===== config.mk =====
export PLATFORM = sky130hd
export DESIGN_NAME = look_disk_scheduler_core
export DESIGN_NICKNAME = d
export VERILOG_FILES = /design/src/rtl/lds_pkg.sv /design/src/rtl/lds_ram.sv /design/src/rtl/look_disk_scheduler_core.sv
export SDC_FILE = /design/constraint.sdc
export NUM_CORES = 2
export LEC_CHECK = 0
export BUFFER_PORTS_ARGS = -buffer_cell sky130_fd_sc_hd__buf_2
export CORE_MARGIN = 4
export CORE_UTILIZATION = 63
export CTS_CLUSTER_SIZE = 12
export DETAILED_ROUTE_END_ITERATION = 6
export PLACE_DENSITY = 0.91
export SETUP_SLACK_MARGIN = 0.3
export SLEW_MARGIN = 10
export SYNTH_ARGS = -nofsm -noshare
export SYNTH_HDL_FRONTEND = slang
export SYNTH_SLANG_ARGS = --single-unit

===== constraint.sdc =====
create_clock -name clock -period 6.4 [get_ports clock]
set_input_delay 0 -clock clock [delete_from_list [all_inputs] [get_ports clock]]
set_output_delay 0 -clock clock [all_outputs]
set_load 0.02 [all_outputs]

===== src/rtl/lds_pkg.sv =====
// shared constants, command codes and controller states of the look disk scheduler
// no dependencies

package lds_pkg;

   localparam int MAX_REQUESTS_DEF = 64;
   localparam int CYL_BITS_DEF     = 16;
   localparam int CYL_PORT_W       = 16;
   localparam int SEEK_W           = 22;

   localparam logic CMD_LOAD  = 1'b0;
   localparam logic CMD_START = 1'b1;

   localparam logic DIR_RIGHT = 1'b0;
   localparam logic DIR_LEFT  = 1'b1;

   typedef enum logic [3:0] {
      ST_IDLE,
      ST_LD_RD,
      ST_LD_CMP,
      ST_LD_WR,
      ST_EMPTY,
      ST_SP_RD,
      ST_SP_CMP,
      ST_EM_RD,
      ST_EM_DIF,
      ST_EM_OUT
   } state_type;

endpackage


===== src/rtl/lds_ram.sv =====
// generic single write port, single read port ram with registered read data
// no dependencies

module lds_ram #(
   parameter int WIDTH = 16,
   parameter int DEPTH = 64
) (
   input  logic                     clock,
   input  logic                     wr_en,
   input  logic [$clog2(DEPTH)-1:0] wr_addr,
   input  logic [WIDTH-1:0]         wr_data,
   input  logic                     rd_en,
   input  logic [$clog2(DEPTH)-1:0] rd_addr,
   output logic [WIDTH-1:0]         rd_data
);

   logic [WIDTH-1:0] mem_ff [DEPTH];
   logic [WIDTH-1:0] rd_data_ff;

   always_ff @(posedge clock) begin
      if (wr_en) begin
         mem_ff[wr_addr] <= wr_data;
      end
      if (rd_en) begin
         rd_data_ff <= mem_ff[rd_addr];
      end
   end

   assign rd_data = rd_data_ff;

endmodule


===== src/rtl/look_disk_scheduler_core.sv =====
// look disk scheduler: keeps pending cylinder requests sorted and emits them in look order
// depends on lds_pkg and lds_ram
//
// usage
//   request channel (req_*): cmd 0 loads one cylinder request, cmd 1 starts a sweep
//   from req_head in req_direction (0 upward, 1 downward).
//   result channel (rsp_*): one result per stored request with the running seek sum,
//   rsp_last on the final one; a start with nothing stored gives a single result
//   with rsp_empty_res set. rsp_overflow reports loads dropped for lack of room.
// operation
//   requests sit sorted in one ram with a single read and a single write port.
//   a load walks down from the top of the store, one entry at a time (ram read, then
//   compare and write), shifting each larger entry up one slot.
//   a start scans upward from the bottom for the first entry at or above the head,
//   then emits each result through its ram read, distance and output states, using one
//   shared subtract, add and saturate path.
//   a load into a full store only sets the overflow flag.
// reset and stalls
//   reset empties the store and clears the overflow flag; ram contents need no clear.
//   results go through an output register; while rsp_ready is low the sequence waits,
//   and after the last result is registered a new request is accepted.

module look_disk_scheduler_core
   import lds_pkg::*;
#(
   parameter int MAX_REQUESTS = MAX_REQUESTS_DEF,
   parameter int CYL_BITS     = CYL_BITS_DEF
) (
   input  logic                  clock,
   input  logic                  reset,
   input  logic                  req_valid,
   output logic                  req_ready,
   input  logic                  req_cmd,
   input  logic [CYL_PORT_W-1:0] req_cylinder,
   input  logic [CYL_PORT_W-1:0] req_head,
   input  logic                  req_direction,
   output logic                  rsp_valid,
   input  logic                  rsp_ready,
   output logic [CYL_PORT_W-1:0] rsp_served_cylinder,
   output logic [SEEK_W-1:0]     rsp_total_seek,
   output logic                  rsp_empty_res,
   output logic                  rsp_overflow,
   output logic                  rsp_last
);

   localparam int AW    = $clog2(MAX_REQUESTS);
   localparam int CNT_W = $clog2(MAX_REQUESTS + 1);
   localparam int VW    = CYL_BITS;
   localparam int SUM_W = ((SEEK_W > VW) ? SEEK_W : VW) + 1;
   localparam logic [CNT_W-1:0] MAX_CNT  = CNT_W'(MAX_REQUESTS);
   localparam logic [SUM_W-1:0] SEEK_LIM = SUM_W'({SEEK_W{1'b1}});

   state_type state_ff, state_in;

   logic [CNT_W-1:0] count_ff, count_in;
   logic             dropped_ff, dropped_in;
   logic [CNT_W-1:0] n_ff, n_in;
   logic             ovf_ff, ovf_in;
   logic [CNT_W-1:0] idx_ff, idx_in;
   logic [CNT_W-1:0] ptr_ff, ptr_in;
   logic             up_ff, up_in;
   logic [CNT_W-1:0] k_ff, k_in;
   logic [VW-1:0]    head_ff, head_in;
   logic             dir_ff, dir_in;
   logic [VW-1:0]    val_ff, val_in;
   logic [VW-1:0]    pos_ff, pos_in;
   logic [VW-1:0]    dist_ff, dist_in;
   logic [VW-1:0]    cyl_ff, cyl_in;
   logic [SEEK_W-1:0] acc_ff, acc_in;

   logic                  rsp_valid_ff, rsp_valid_in;
   logic [CYL_PORT_W-1:0] rsp_cyl_ff, rsp_cyl_in;
   logic [SEEK_W-1:0]     rsp_seek_ff, rsp_seek_in;
   logic                  rsp_empty_ff, rsp_empty_in;
   logic                  rsp_ovf_ff, rsp_ovf_in;
   logic                  rsp_last_ff, rsp_last_in;

   logic          ram_we, ram_re;
   logic [AW-1:0] ram_waddr, ram_raddr;
   logic [VW-1:0] ram_wdata, ram_rdata;

   logic             accept, out_free, is_last;
   logic [CNT_W-1:0] idx_dec, idx_inc, ptr_inc, k_inc, split;
   logic [SUM_W-1:0] seek_sum;

   lds_ram #(
      .WIDTH(VW),
      .DEPTH(MAX_REQUESTS)
   ) u_store (
      .clock  (clock),
      .wr_en  (ram_we),
      .wr_addr(ram_waddr),
      .wr_data(ram_wdata),
      .rd_en  (ram_re),
      .rd_addr(ram_raddr),
      .rd_data(ram_rdata)
   );

   assign req_ready = (state_ff == ST_IDLE);
   assign accept    = req_valid && req_ready;
   assign out_free  = !rsp_valid_ff || rsp_ready;

   assign idx_dec  = idx_ff - CNT_W'(1);
   assign idx_inc  = idx_ff + CNT_W'(1);
   assign ptr_inc  = ptr_ff + CNT_W'(1);
   assign k_inc    = k_ff + CNT_W'(1);
   assign is_last  = (k_inc == n_ff);
   assign split    = (ram_rdata < head_ff) ? n_ff : idx_ff;
   assign seek_sum = SUM_W'(acc_ff) + SUM_W'(dist_ff);

   // next state
   always_comb begin
      state_in = state_ff;
      unique case (state_ff)
         ST_IDLE: begin
            if (accept) begin
               if (req_cmd == CMD_START) begin
                  state_in = (count_ff == '0) ? ST_EMPTY : ST_SP_RD;
               end else if (count_ff != MAX_CNT) begin
                  state_in = (count_ff == '0) ? ST_LD_WR : ST_LD_RD;
               end
            end
         end
         ST_LD_RD:  state_in = ST_LD_CMP;
         ST_LD_CMP: begin
            if (ram_rdata > val_ff) begin
               state_in = (idx_dec == '0) ? ST_LD_WR : ST_LD_RD;
            end else begin
               state_in = ST_IDLE;
            end
         end
         ST_LD_WR: state_in = ST_IDLE;
         ST_EMPTY: begin
            if (out_free) begin
               state_in = ST_IDLE;
            end
         end
         ST_SP_RD:  state_in = ST_SP_CMP;
         ST_SP_CMP: begin
            if (ram_rdata < head_ff && idx_inc != n_ff) begin
               state_in = ST_SP_RD;
            end else begin
               state_in = ST_EM_RD;
            end
         end
         ST_EM_RD:  state_in = ST_EM_DIF;
         ST_EM_DIF: state_in = ST_EM_OUT;
         ST_EM_OUT: begin
            if (out_free) begin
               state_in = is_last ? ST_IDLE : ST_EM_RD;
            end
         end
         default: state_in = ST_IDLE;
      endcase
   end

   // datapath and ram control
   always_comb begin
      count_in   = count_ff;
      dropped_in = dropped_ff;
      n_in       = n_ff;
      ovf_in     = ovf_ff;
      idx_in     = idx_ff;
      ptr_in     = ptr_ff;
      up_in      = up_ff;
      k_in       = k_ff;
      head_in    = head_ff;
      dir_in     = dir_ff;
      val_in     = val_ff;
      pos_in     = pos_ff;
      dist_in    = dist_ff;
      cyl_in     = cyl_ff;
      acc_in     = acc_ff;

      rsp_valid_in = rsp_valid_ff && !rsp_ready;
      rsp_cyl_in   = rsp_cyl_ff;
      rsp_seek_in  = rsp_seek_ff;
      rsp_empty_in = rsp_empty_ff;
      rsp_ovf_in   = rsp_ovf_ff;
      rsp_last_in  = rsp_last_ff;

      ram_we    = 1'b0;
      ram_waddr = idx_ff[AW-1:0];
      ram_wdata = val_ff;
      ram_re    = 1'b0;
      ram_raddr = idx_ff[AW-1:0];

      unique case (state_ff)
         ST_IDLE: begin
            if (accept) begin
               if (req_cmd == CMD_START) begin
                  n_in       = count_ff;
                  ovf_in     = dropped_ff;
                  count_in   = '0;
                  dropped_in = 1'b0;
                  head_in    = VW'(req_head);
                  dir_in     = req_direction;
                  idx_in     = '0;
               end else if (count_ff != MAX_CNT) begin
                  idx_in   = count_ff;
                  val_in   = VW'(req_cylinder);
                  count_in = count_ff + CNT_W'(1);
               end else begin
                  dropped_in = 1'b1;
               end
            end
         end
         ST_LD_RD: begin
            ram_re    = 1'b1;
            ram_raddr = idx_dec[AW-1:0];
         end
         ST_LD_CMP: begin
            // shift the larger entry up one slot, or drop the new value in here
            ram_we = 1'b1;
            if (ram_rdata > val_ff) begin
               ram_wdata = ram_rdata;
               idx_in    = idx_dec;
            end
         end
         ST_LD_WR: begin
            ram_we = 1'b1;
         end
         ST_EMPTY: begin
            if (out_free) begin
               rsp_valid_in = 1'b1;
               rsp_cyl_in   = '0;
               rsp_seek_in  = '0;
               rsp_empty_in = 1'b1;
               rsp_ovf_in   = ovf_ff;
               rsp_last_in  = 1'b1;
            end
         end
         ST_SP_RD: begin
            ram_re = 1'b1;
         end
         ST_SP_CMP: begin
            if (ram_rdata < head_ff && idx_inc != n_ff) begin
               idx_in = idx_inc;
            end else begin
               k_in   = '0;
               pos_in = head_ff;
               acc_in = '0;
               // first sweep upward from the split, or downward from just below it
               if (dir_ff == DIR_RIGHT) begin
                  up_in  = (split != n_ff);
                  ptr_in = (split != n_ff) ? split : split - CNT_W'(1);
               end else begin
                  up_in  = (split == '0);
                  ptr_in = (split == '0) ? split : split - CNT_W'(1);
               end
            end
         end
         ST_EM_RD: begin
            ram_re    = 1'b1;
            ram_raddr = ptr_ff[AW-1:0];
         end
         ST_EM_DIF: begin
            cyl_in  = ram_rdata;
            dist_in = (ram_rdata >= pos_ff) ? ram_rdata - pos_ff : pos_ff - ram_rdata;
         end
         ST_EM_OUT: begin
            if (out_free) begin
               acc_in = (seek_sum > SEEK_LIM) ? {SEEK_W{1'b1}} : SEEK_W'(seek_sum);
               rsp_valid_in = 1'b1;
               rsp_cyl_in   = CYL_PORT_W'(cyl_ff);
               rsp_seek_in  = acc_in;
               rsp_empty_in = 1'b0;
               rsp_ovf_in   = ovf_ff;
               rsp_last_in  = is_last;
               pos_in       = cyl_ff;
               k_in         = k_inc;
               // walk on, turning around at the end of the first sweep
               if (up_ff && ptr_inc != n_ff) begin
                  ptr_in = ptr_inc;
               end else if (up_ff) begin
                  ptr_in = idx_ff - CNT_W'(1);
                  up_in  = 1'b0;
               end else if (ptr_ff != '0) begin
                  ptr_in = ptr_ff - CNT_W'(1);
               end else begin
                  ptr_in = idx_ff;
                  up_in  = 1'b1;
               end
            end
         end
         default: begin
         end
      endcase

      // keep the split point in idx for the turnaround
      if (state_ff == ST_SP_CMP && !(ram_rdata < head_ff && idx_inc != n_ff)) begin
         idx_in = split;
      end
   end

   always_ff @(posedge clock) begin
      if (reset) begin
         state_ff     <= ST_IDLE;
         count_ff     <= '0;
         dropped_ff   <= 1'b0;
         rsp_valid_ff <= 1'b0;
      end else begin
         state_ff     <= state_in;
         count_ff     <= count_in;
         dropped_ff   <= dropped_in;
         rsp_valid_ff <= rsp_valid_in;
      end
   end

   always_ff @(posedge clock) begin
      n_ff         <= n_in;
      ovf_ff       <= ovf_in;
      idx_ff       <= idx_in;
      ptr_ff       <= ptr_in;
      up_ff        <= up_in;
      k_ff         <= k_in;
      head_ff      <= head_in;
      dir_ff       <= dir_in;
      val_ff       <= val_in;
      pos_ff       <= pos_in;
      dist_ff      <= dist_in;
      cyl_ff       <= cyl_in;
      acc_ff       <= acc_in;
      rsp_cyl_ff   <= rsp_cyl_in;
      rsp_seek_ff  <= rsp_seek_in;
      rsp_empty_ff <= rsp_empty_in;
      rsp_ovf_ff   <= rsp_ovf_in;
      rsp_last_ff  <= rsp_last_in;
   end

   assign rsp_valid           = rsp_valid_ff;
   assign rsp_served_cylinder = rsp_cyl_ff;
   assign rsp_total_seek      = rsp_seek_ff;
   assign rsp_empty_res       = rsp_empty_ff;
   assign rsp_overflow        = rsp_ovf_ff;
   assign rsp_last            = rsp_last_ff;

endmodule


==> flow_summary_export.csv <==
group,metric,value,unit
placement,placedCellCount,5011,
grt,track_usage,33.39,%
cts,cts_tree,"done",
worst_setup_path,cp-end-kind,"flop",
timing,drv_slew,0,
pwr,p_leak,20.14,nW
cts,cts.sinks,1227,
die,fp.dieW,295.8,um
synthesis,synth-edff-count,1214,
worst_setup_path,cp.required,6.94,ns
cts,cts_root_buf,"clkbuf_16",
die,dieArea,87490,um^2
timing,relSlewSlack,6.054,%
synthesis,synthCells,3989,
synthesis,async_reset_ff_share,0,%
layout,area_growth,10.99,%
layout,final_cell_count_no_fill,5238,
cts,cts_buffers,118,
worst_hold_path,holdCritPathClass,"input port to flop",
worst_setup_path,crit_fanout,60,
placement,dpl.hpwl,85.33,mm
detailed_routing,ant_nets,0,
run_status,status,"finished with violations",
synthesis,synth_warnings,0,
timing,finalClockSkew,0.04639,ns
cts,clk_latency,0.71,ns
timing,finalCritPeriodShare,85.01,%
die,ios,81,
die,row_count,105,
placement,placed_cell_area,54100,um^2
timing,setup_tns,0,ns
synthesis,syn_avg_cell_area,13.08,um^2
detailed_routing,drtIter0Drc,6759,
worst_setup_path,worstPathArrival,5.98,ns
detailed_routing,vias_per_cell,7.033,
synthesis,synth_area_leader_cell,"edfxtp_1",
die,core_area,82110,um^2
placement,gp_congestion,0.9430,
grt,grt_max_degree,162,
timing,hold_viol_final,0,
worst_setup_path,worst-setup-path-type,"flop to flop",
detailed_routing,first_pass_iters,7,
synthesis,synthesis.nets,4118,
run_status,violations,"design-rule violations",
cts,clk_path_buf_depth,3,
timing,rsz0062_at_grt,"no",
detailed_routing,drt-total-wl,148.8,mm
grt,grt_pass1_wl,217.8,mm
layout,fillers,4669,
synthesis,post-synth-top-area-fraction,69.87,%
layout,stdcell_area,57910,um^2
worst_setup_path,start_kind,"flop",
pwr,peakVddDrop,336.3,uV
placement,port_buffers,80,
timing,fmax,183.8,MHz
timing,setup_viol_count_final,0,
flow_run,maxCapViolCount,0,
synthesis,yosys.cell_count.top_type,"edfxtp_1",
synthesis,yosys-top-cells-area,"edfxtp_1 70%, nand2_1 5.5%, nand3_1 2.6%, ha_1 2.1%, nor2_1 1.9%",
detailed_routing,wl_per_cell,28.41,um
synthesis,netlist_area,52180,um^2
synthesis,yosysSeqAreaShare,70.37,%
detailed_routing,drc,102,
cts,cts_max_level,3,
cts,clk_pin_slew,0.06,ns
synthesis,synthFlopType,"edfxtp_1",
timing,period_minus_slack,5.441,ns
grt,grt-ovfl-total,0,
pwr,p_per_area,376.9,nW/um^2
grt,grt_pass1_vias,35580,
timing,tightest_slew,1.396,ns
cts,post_cts_buffers,0,
layout,nets,4233,
die,initial_utilization,63.55,%
synthesis,netlist_top_cells_count,"1214 x edfxtp_1, 763 x nand2_1, 276 x nand3_1",
grt,antenna_found_initial,6,
synthesis,synth-seq-cells,1227,
detailed_routing,num_vias,36840,
synthesis,synthDistinctLibCells,72,
die,die_y,295.8,um
layout,drive_gt1_share,10.06,%
-- cell type report --
| class | instances | area [um^2] | area share, % |
|---|---|---|---|
| sequential | 1227 | 36720 | 63.40 |
| multi-input combinational | 2438 | 14450 | 24.95 |
| clock buffer | 159 | 3159 | 5.456 |
| timing repair buffer | 227 | 1684 | 2.908 |
| tap | 1070 | 1339 | 2.312 |
| inverter | 92 | 345.3 | 0.5963 |
| clock inverter | 23 | 214.0 | 0.3695 |
| antenna | 2 | 5.005 | 0.008642 |
-- layout by cell type (no fill, tap or decap), types with 59 or more instances in the layout --
| cell | instances |
|---|---|
| nand3_1 | 276 |
| a31oi_1 | 76 |
| mux2i_1 | 59 |
| nand2_1 | 762 |
| buf_4 | 98 |
| inv_1 | 90 |
| nor3_1 | 62 |
| buf_2 | 80 |
| ha_1 | 88 |
| clkbuf_16 | 120 |
| edfxtp_1 | 1214 |
| a21oi_1 | 151 |
| nor2_1 | 235 |
-- state kept, by name (all words and copies together) (netlist names), 16 cells and up --
name                 flops
cyl_ff                  16
acc_ff                  22
rsp_total_seek          22
val_ff                  16
u_store.mem_ff        1024
pos_ff                  16
head_ff                 16
u_store.rd_data         16
rsp_served_cylinder     16
dist_ff                 16
-- cells by family after synthesis --
logic type	count (synthesis)	synth area share [%]
buf+inv	324	2.590
compound gates	584	7.338
mux	94	2.628
xor+xnor	90	1.511
fa+ha+maj	91	2.225
flops	1227	70.37
simple gates	1579	13.34
-- path summary, 6_finish.rpt --
path | from | to | slack [ns] | depth (start not counted)
worst max-delay path | state_ff[0] | u_store.rd_data[13] | 0.96 | 10
worst min-delay path | req_head[3] | head_ff[3] | 0.02 | 2
worst max register to register | state_ff[0] | u_store.rd_data[13] | 0.96 | 10
worst min register to register | ovf_ff | rsp_overflow | 0.43 | 0
-- stage by stage --
stage	setup WS (ns)	power (mW)	util (%)	hold slack, ns
2_1_floorplan	1.134	13.20	-	0.06907
4_1_cts	1.469	21.45	70.50	0.001306
3_3_place_gp	1.572	14.90	65.88	0.1763
5_1_grt	1.014	22.36	70.52	0.02322
3_5_place_dp	1.498	15.12	65.88	0.1783
6_report	0.9594	21.82	70.53	0.01888
-- worst max-delay path, stage by stage, from the launching register on --
cell,delay (ns)
dfxtp_1,0.60
or4b_4,0.62
nand3_2,0.52
and2_4,0.87
buf_4,0.44
buf_4,0.23
nand2_1,0.07
a32oi_1,0.20
a31oi_1,0.13
nor4_1,1.18
or4_1,0.35
-- where the power goes --
group	leakage, nW	switching [mW]	total (mW)	internal (mW)
sequential	11.0	0.179	9.41	9.23
combinational	7.50	4.36	6.05	1.69
clock	1.63	2.87	6.36	3.49
total	20.1	7.41	21.8	14.4
-- per-layer routing --
metal | part of all wire (%) | routed length [um] | GRT usage [%] | up-vias
li1 | - | - | - | 15020
met1 | 32 | 47420 | 41.32 | 17360
met2 | 46 | 67770 | 52.07 | 3643
met3 | 15 | 22230 | 10.28 | 807
met4 | 7.5 | 11190 | 20.43 | 10
met5 | 0.12 | 182 | 1.084 | -
-- timing repair --
action / 4_1_cts / 5_1_grt
gates resized for setup: 0 / 0
hold buffers: 42 / 0
setup endpoints to repair: 0 / 0
endpoints found under the hold margin: 64 / 0
Note: power is estimated with default switching activity, not from simulation.
